$ cat src/rtl/pfsr_pkg.sv
package pfsr_pkg;

  // Field widths of a request and of a result.
  localparam int PID_W        = 13;
  localparam int ACT_W        = 2;
  localparam int SLOT_FIELD_W = 4;

  // Default number of filter slots, which is also the longest wanted list.
  localparam int SLOTS_DEF = 16;

  // Result action codes.
  typedef enum logic [ACT_W-1:0] {
    ACT_STOP  = 2'd0,
    ACT_START = 2'd1,
    ACT_SKIP  = 2'd2,
    ACT_DONE  = 2'd3
  } action_t;

endpackage

$ cat src/rtl/pfsr_ram.sv
module pfsr_ram #(
  parameter int W = 13,
  parameter int D = 16,
  localparam int AW = (D > 1) ? $clog2(D) : 1
) (
  input  logic          clk,
  input  logic          we,
  input  logic [AW-1:0] waddr,
  input  logic [W-1:0]  wdata,
  input  logic [AW-1:0] raddr,
  output logic [W-1:0]  rdata
);

  logic [W-1:0] mem [D];
  logic [W-1:0] rdata_r;

  // One write port and one read port with registered read data.
  always_ff @(posedge clk) begin
    if (we) begin
      mem[waddr] <= wdata;
    end
    rdata_r <= mem[raddr];
  end

  assign rdata = rdata_r;

endmodule

$ cat src/rtl/pid_filter_slot_reconcile.sv
// PID filter slot table. Each request is taken while busy is low and loads one
// entry of the wanted list, unless SLOTS entries are already held; an entry
// without list_end gives no result. A request with list_end loads its entry and
// then reconciles the table: busy stays high while the block first stops every
// held PID that the list no longer names, in slot order, then starts every
// listed PID not yet held in the lowest free slot (or reports it skipped), and
// ends with a done result that carries out_run_last. Results appear on
// out_valid for exactly one cycle each and can not be held off, so the receiver
// must take every strobe. The PIDs live in two single-read-port RAMs and every
// membership search reads the used entries of the other store one at a time,
// each read in ST_SRD and compared in ST_SCMP. No clearing pass is needed
// after reset.
module pid_filter_slot_reconcile #(
  parameter int SLOTS = pfsr_pkg::SLOTS_DEF
) (
  input  logic                                clk,
  input  logic                                rst_n,
  input  logic                                start,
  output logic                                busy,
  input  logic [pfsr_pkg::PID_W-1:0]          in_pid,
  input  logic                                in_entry_used,
  input  logic                                in_list_end,
  output logic                                out_valid,
  output logic [pfsr_pkg::ACT_W-1:0]          out_action,
  output logic [pfsr_pkg::SLOT_FIELD_W-1:0]   out_slot,
  output logic [pfsr_pkg::PID_W-1:0]          out_pid_out,
  output logic                                out_run_last
);

  import pfsr_pkg::*;

  localparam int AW = (SLOTS > 1) ? $clog2(SLOTS) : 1;
  localparam int CW = $clog2(SLOTS + 1);
  localparam logic [CW-1:0] LAST_CNT = CW'(SLOTS);

  typedef enum logic [5:0] {
    ST_IDLE = 6'b000001,
    ST_SEL  = 6'b000010,
    ST_CAP  = 6'b000100,
    ST_SRD  = 6'b001000,
    ST_SCMP = 6'b010000,
    ST_DONE = 6'b100000
  } state_t;

  state_t             state_r, state_nxt;
  logic               phase_r, phase_nxt;          // 0: stop pass, 1: start pass
  logic [CW-1:0]      i_r, i_nxt;                  // outer index
  logic [CW-1:0]      j_r, j_nxt;                  // search index
  logic [PID_W-1:0]   cur_pid_r, cur_pid_nxt;
  logic [SLOTS-1:0]   slot_active_r, slot_active_nxt;
  logic [SLOTS-1:0]   wanted_used_r, wanted_used_nxt;
  logic [CW-1:0]      load_cnt_r, load_cnt_nxt;

  logic               out_valid_r, out_valid_nxt;
  action_t            out_action_r, out_action_nxt;
  logic [SLOT_FIELD_W-1:0] out_slot_r, out_slot_nxt;
  logic [PID_W-1:0]   out_pid_r, out_pid_nxt;
  logic               out_last_r, out_last_nxt;

  logic               slot_we, wanted_we;
  logic [AW-1:0]      slot_waddr, wanted_waddr;
  logic [PID_W-1:0]   slot_wdata;
  logic [AW-1:0]      slot_raddr, wanted_raddr;
  logic [PID_W-1:0]   slot_rdata, wanted_rdata;
  logic [PID_W-1:0]   outer_rdata, inner_rdata;
  logic [SLOTS-1:0]   outer_v, inner_v;

  logic               free_any;
  logic [AW-1:0]      free_idx;
  logic [31:0]        i_wide, free_wide;
  logic               accept;

  // Slot PID store and wanted list store.
  pfsr_ram #(.W(PID_W), .D(SLOTS)) u_slot_ram (
    .clk   (clk),
    .we    (slot_we),
    .waddr (slot_waddr),
    .wdata (slot_wdata),
    .raddr (slot_raddr),
    .rdata (slot_rdata)
  );

  pfsr_ram #(.W(PID_W), .D(SLOTS)) u_wanted_ram (
    .clk   (clk),
    .we    (wanted_we),
    .waddr (wanted_waddr),
    .wdata (in_pid),
    .raddr (wanted_raddr),
    .rdata (wanted_rdata)
  );

  // The outer walk reads one store at i, the search reads the other at j.
  assign slot_raddr   = phase_r ? j_r[AW-1:0] : i_r[AW-1:0];
  assign wanted_raddr = phase_r ? i_r[AW-1:0] : j_r[AW-1:0];
  assign outer_rdata  = phase_r ? wanted_rdata : slot_rdata;
  assign inner_rdata  = phase_r ? slot_rdata : wanted_rdata;
  assign outer_v      = phase_r ? wanted_used_r : slot_active_r;
  assign inner_v      = phase_r ? slot_active_r : wanted_used_r;

  // Lowest free slot.
  always_comb begin
    free_any = 1'b0;
    free_idx = '0;
    for (int k = SLOTS - 1; k >= 0; k--) begin
      if (!slot_active_r[k]) begin
        free_any = 1'b1;
        free_idx = AW'(k);
      end
    end
  end

  assign i_wide    = 32'(i_r);
  assign free_wide = 32'(free_idx);
  assign busy      = (state_r != ST_IDLE);
  assign accept    = start && !busy;

  // Load and reconciliation sequencer.
  always_comb begin
    state_nxt       = state_r;
    phase_nxt       = phase_r;
    i_nxt           = i_r;
    j_nxt           = j_r;
    cur_pid_nxt     = cur_pid_r;
    slot_active_nxt = slot_active_r;
    wanted_used_nxt = wanted_used_r;
    load_cnt_nxt    = load_cnt_r;
    out_valid_nxt   = 1'b0;
    out_action_nxt  = out_action_r;
    out_slot_nxt    = out_slot_r;
    out_pid_nxt     = out_pid_r;
    out_last_nxt    = 1'b0;
    slot_we         = 1'b0;
    slot_waddr      = free_idx;
    slot_wdata      = cur_pid_r;
    wanted_we       = 1'b0;
    wanted_waddr    = load_cnt_r[AW-1:0];

    case (state_r)
      ST_IDLE: begin
        if (accept) begin
          if (load_cnt_r != LAST_CNT) begin
            wanted_we = 1'b1;
            wanted_used_nxt[load_cnt_r[AW-1:0]] = in_entry_used;
            load_cnt_nxt = load_cnt_r + CW'(1);
          end
          if (in_list_end) begin
            phase_nxt = 1'b0;
            i_nxt     = '0;
            state_nxt = ST_SEL;
          end
        end
      end

      // Pick the next active slot (stop pass) or used entry (start pass).
      ST_SEL: begin
        if (i_r == LAST_CNT) begin
          i_nxt = '0;
          if (!phase_r) begin
            phase_nxt = 1'b1;
          end else begin
            state_nxt = ST_DONE;
          end
        end else if (!outer_v[i_r[AW-1:0]]) begin
          i_nxt = i_r + CW'(1);
        end else begin
          state_nxt = ST_CAP;
        end
      end

      ST_CAP: begin
        cur_pid_nxt = outer_rdata;
        j_nxt       = '0;
        state_nxt   = ST_SRD;
      end

      // Search the other store; reaching the end means the PID was not found.
      ST_SRD: begin
        if (j_r == LAST_CNT) begin
          out_valid_nxt = 1'b1;
          out_pid_nxt   = cur_pid_r;
          if (!phase_r) begin
            out_action_nxt = ACT_STOP;
            out_slot_nxt   = i_wide[SLOT_FIELD_W-1:0];
            slot_active_nxt[i_r[AW-1:0]] = 1'b0;
          end else if (free_any) begin
            out_action_nxt = ACT_START;
            out_slot_nxt   = free_wide[SLOT_FIELD_W-1:0];
            slot_we        = 1'b1;
            slot_active_nxt[free_idx] = 1'b1;
          end else begin
            out_action_nxt = ACT_SKIP;
            out_slot_nxt   = '0;
          end
          i_nxt     = i_r + CW'(1);
          state_nxt = ST_SEL;
        end else if (!inner_v[j_r[AW-1:0]]) begin
          j_nxt = j_r + CW'(1);
        end else begin
          state_nxt = ST_SCMP;
        end
      end

      // A match ends the search with no result for this index.
      ST_SCMP: begin
        if (inner_rdata == cur_pid_r) begin
          i_nxt     = i_r + CW'(1);
          state_nxt = ST_SEL;
        end else begin
          j_nxt     = j_r + CW'(1);
          state_nxt = ST_SRD;
        end
      end

      ST_DONE: begin
        out_valid_nxt   = 1'b1;
        out_action_nxt  = ACT_DONE;
        out_slot_nxt    = '0;
        out_pid_nxt     = '0;
        out_last_nxt    = 1'b1;
        wanted_used_nxt = '0;
        load_cnt_nxt    = '0;
        phase_nxt       = 1'b0;
        state_nxt       = ST_IDLE;
      end

      default: begin
        state_nxt = ST_IDLE;
      end
    endcase
  end

  // Control state is reset; payload registers are not.
  always_ff @(posedge clk) begin
    if (!rst_n) begin
      state_r       <= ST_IDLE;
      phase_r       <= 1'b0;
      slot_active_r <= '0;
      wanted_used_r <= '0;
      load_cnt_r    <= '0;
      out_valid_r   <= 1'b0;
      out_last_r    <= 1'b0;
    end else begin
      state_r       <= state_nxt;
      phase_r       <= phase_nxt;
      slot_active_r <= slot_active_nxt;
      wanted_used_r <= wanted_used_nxt;
      load_cnt_r    <= load_cnt_nxt;
      out_valid_r   <= out_valid_nxt;
      out_last_r    <= out_last_nxt;
    end
  end

  always_ff @(posedge clk) begin
    i_r          <= i_nxt;
    j_r          <= j_nxt;
    cur_pid_r    <= cur_pid_nxt;
    out_action_r <= out_action_nxt;
    out_slot_r   <= out_slot_nxt;
    out_pid_r    <= out_pid_nxt;
  end

  assign out_valid    = out_valid_r;
  assign out_action   = out_action_r;
  assign out_slot     = out_slot_r;
  assign out_pid_out  = out_pid_r;
  assign out_run_last = out_last_r;

  // Results only come out of a reconciliation run.
  a_result_from_run: assert property (@(posedge clk) disable iff (!rst_n)
    out_valid |-> $past(busy))
    else $error("result strobe without a reconciliation run");

  // The done result closes the run and frees the block at once.
  a_done_frees: assert property (@(posedge clk) disable iff (!rst_n)
    (out_valid && out_run_last) |-> (!busy && load_cnt_r == '0))
    else $error("block still busy after the done result");

  // Only the done result carries the run end mark.
  a_last_is_done: assert property (@(posedge clk) disable iff (!rst_n)
    out_valid |-> (out_run_last == (out_action == ACT_DONE)))
    else $error("run end mark disagrees with the action");

  // The load position never passes the list length.
  a_load_bound: assert property (@(posedge clk) disable iff (!rst_n)
    load_cnt_r <= LAST_CNT)
    else $error("load position beyond the list length");

endmodule
$ cat config.mk
export PLATFORM = sky130hd
export DESIGN_NAME = pid_filter_slot_reconcile
export DESIGN_NICKNAME = d
export VERILOG_FILES = /design/src/rtl/pfsr_pkg.sv /design/src/rtl/pfsr_ram.sv /design/src/rtl/pid_filter_slot_reconcile.sv
export SDC_FILE = /design/constraint.sdc
export NUM_CORES = 1
export LEC_CHECK = 0
export ABC_AREA = 1
export BUFFER_PORTS_ARGS = -buffer_cell sky130_fd_sc_hd__buf_4
export CAP_MARGIN = 20
export CORE_MARGIN = 5
export CORE_UTILIZATION = 55
export CTS_CLUSTER_SIZE = 28
export DETAILED_ROUTE_END_ITERATION = 12
export HOLD_SLACK_MARGIN = 0.1
export PLACE_DENSITY = 0.76
export SYNTH_ARGS = -nofsm -noshare
export SYNTH_HDL_FRONTEND = slang
export SYNTH_SLANG_ARGS = --single-unit
$ cat constraint.sdc
create_clock -name clk -period 8.9 [get_ports clk]
set_input_delay 0.89 -clock clk [delete_from_list [all_inputs] [get_ports clk]]
set_output_delay 0.89 -clock clk [all_outputs]
set_load 0.01 [all_outputs]
==> reports/metrics.cfg <==
[cells_and_area]
final_layout_size_suffix_gt1_share_pct = 10.4
diodes = 0
nets = 2029
fillers = 3072
syn_to_final_growth_pct = 11.8

[power_and_ir_drop]
clock_power_share_pct = 31.8
p_seq_share_pct = 41.8
power.switching_w = 0.00231
power.internal_w = 0.00471
switching_share_pct = 33.0
leakagePower_nw = 8.45
power_density_nw_per_um2 = 280
total_power_w = 0.00702
comb_power_share_pct = 26.4
ir_worst_vdd_uv = 209

[clocking]
clock_latency_ns = 0.59
htree_levels = 2
cts_tree = done
numCtsBuffers = 52
cts_resized = 0
clk_pin_slew_worst_paths_ns = 0.06
cts-root-buf = clkbuf_16
ctsLongestPathBuffers = 3
post_cts_buffers = 0
cts_num_sinks = 530
cts.hold.buffers_added = 0

[global_routing]
antenna_found_initial = 0
track_usage_pct = 24.5
grt_pass1_wl_um = 86000
grt_max_degree = 131
grt_pass1_vias = 15100
grt-ovfl-total = 0

[setup_path]
worstSetupPathType = reg2reg
crit_required_ns = 9.36
startpoint_type = flip-flop
crit_path_start = phase_r
cp_max_fo = 83
cp_data_arrival_time_ns = 5.02
reg2reg_depth = 10
r2r-start = phase_r
rrSetupSlack_ns = 4.34
end_kind = flip-flop

[die]
io_pins = 40
dieWidth_um = 212
rows = 74
die_y_um = 212
initial_utilization_pct = 55.3
dieArea_um2 = 44900
coreArea_um2 = 40600

[sta]
final_max_slew_viol_count = 0
holdWs_ns = 0.503
worst_slew_pin_slew_ns = 1.05
fmax_mhz = 219
finalCriticalPeriod_ns = 4.56
slew_headroom_pct = 29.9
finalSetupTns_ns = 0
setup_viol = 0
skew_ns = 0.0223
fin_crit_sh_pct = 51.2
rsz0062_at_grt = no
hold_viol_final = 0

[run]
drv_cap = 0

[hold_path]
min_from = load_cnt_r[4]
hold_path.class = reg2reg
worstHoldPathCells = 2

[route]
via_per_inst = 6.20
drt_wl_total_um = 56400
wl_per_cell_um = 21.9
first_pass_iters = 6
ant_nets = 0
drc = 0
vias = 16000
drtIter0Drc = 1905

[synthesis]
synth-edff-count = 458
syn-instance-count = 1993
yosysUniqueCellTypes = 45
syn-cell-area_um2 = 22400
synthesis.nets = 2021
ys_ff_latch = 530
async_flop_share_pct = 0
netlist.area_leader.share_pct = 61.3
synth_ff_type = edfxtp_1
synth_top_area_cell = edfxtp_1
synth.area.top_cells = edfxtp_1, o21ai_0, dfxtp_1
syn_area_per_cell_um2 = 11.3
yosys_warnings = 0
yosysSeqAreaShare_pct = 67.8

[placed_design]
hpwlAfterDp_um = 33000
routabilityCongestion = 0.938
port_buffers = 39

[outcome]
outcome = complete, no violations

power groups by stage:
stage	Sequential [W]	Clock, W	Combinational [W]
2_1_floorplan	0.00292	0	0.00136
3_3_place_gp	0.00298	0	0.00173
3_5_place_dp	0.00299	0	0.00179
4_1_cts	0.00293	0.00225	0.00181
5_1_grt	0.00295	0.00236	0.00205
6_report	0.00294	0.00223	0.00185
logic make-up after synthesis:
logic type,after synthesis,synth area share [%]
buffers and inverters,297,5.37
AOI/OAI and AO/OA,712,17.5
xor gates and xnor gates,10,0.391
and+or+nand+nor,434,8.46
DFF,530,67.8
adders and majority gates,10,0.558
flip-flops by register name (all words and copies together), names as in the netlist:
register / count
load_cnt_r: 5
u_wanted_ram.mem: 208
out_valid: 1
wanted_used_r: 16
i_r: 5
slot_active_r: 16
out_pid_out: 13
u_slot_ram.rdata: 13
cur_pid_r: 13
j_r: 5
phase_r: 1
out_action: 2
out_run_last: 1
out_slot: 4
u_wanted_ram.rdata: 13
u_slot_ram.mem: 208
state_r: 6
cell type report:
type                    instances  area, µm²  share of cell area, %
clock buffers                  73       1450                   5.78
flip-flops and latches        530      15200                   60.6
repair buffers                 83        663                   2.64
multi-input cells            1166       6180                   24.6
inverters                     168        631                   2.51
clock inverters                24        292                   1.16
well taps                     532        666                   2.65
cells in the final DEF (no fill, tap or decap), drive strengths merged:
cell	instances
a211oi	17
a21oi	257
a22o	1
a31oi	10
and2	1
and3	2
buf	83
bufinv	6
clkbuf	73
clkinv	17
clkinvlp	2
dfxtp	72
edfxtp	458
ha	10
inv	167
nand2	129
nand3	37
nand3b	1
nand4	20
nor2	170
nor3	59
nor4	10
o2111ai	8
o211ai	12
o21a	3
o21ai	340
o221ai	38
o22ai	7
o311ai	1
o31ai	2
o32ai	16
or2	5
xor2	10
per-layer routing:
metal	wire length, µm	vias up	GRT usage, %
li1	-	7299	-
met1	22400	7721	33.7
met2	27300	822	40.3
met3	4490	134	3.17
met4	2220	0	9.24
met5	0	-	0
path summary, 6_finish.rpt:
check                               end
setup / recovery  u_wanted_ram.rdata[9]
setup reg to reg  u_wanted_ram.rdata[9]
hold / removal            load_cnt_r[4]
hold reg to reg           load_cnt_r[4]
cells in the mapped netlist, types with 2 or more instances:
library cell	instances
a21oi_2	2
clkinv_1	2
buf_1	7
inv_1	160
o221ai_1	38
nor2_1	169
nor3_1	58
o21ai_1	5
o32ai_1	16
buf_6	4
edfxtp_1	458
o2111ai_1	8
clkbuf_1	74
nand2_1	125
nand4_1	20
a211oi_1	17
dfxtp_1	72
o22ai_1	7
o21a_1	3
o31ai_1	2
nor4_1	8
a31oi_1	10
inv_2	6
or2_2	5
and3_1	2
o211ai_1	12
buf_2	41
nand3_1	36
o21ai_0	335
xor2_1	10
nand2_2	3
a21oi_1	255
ha_1	10
buf_4	2
worst max-delay path: stages (launching register included):
cell,delay (ns)
dfxtp_2,0.31
buf_4,0.60
inv_2,0.57
nand2_2,0.16
buf_4,0.75
nand2_4,0.53
buf_4,0.52
o21ai_0,0.30
o21ai_0,0.10
o221ai_1,0.26
nand2_1,0.13
stage by stage:
step / area [µm²] / util (%) / std cells / setup WS, ns
6_report: 25100 / 61.8 / 2576 / 4.34
5_1_grt: 25100 / 61.8 / 2576 / 4.10
4_1_cts: 25000 / 61.7 / 2574 / 4.30
3_5_place_dp: 23300 / 57.4 / 2477 / 4.39
3_3_place_gp: 23300 / 57.4 / 2477 / 4.48
2_1_floorplan: 22400 / - / 1993 / 5.55
Power figures use the tool's default switching activity.
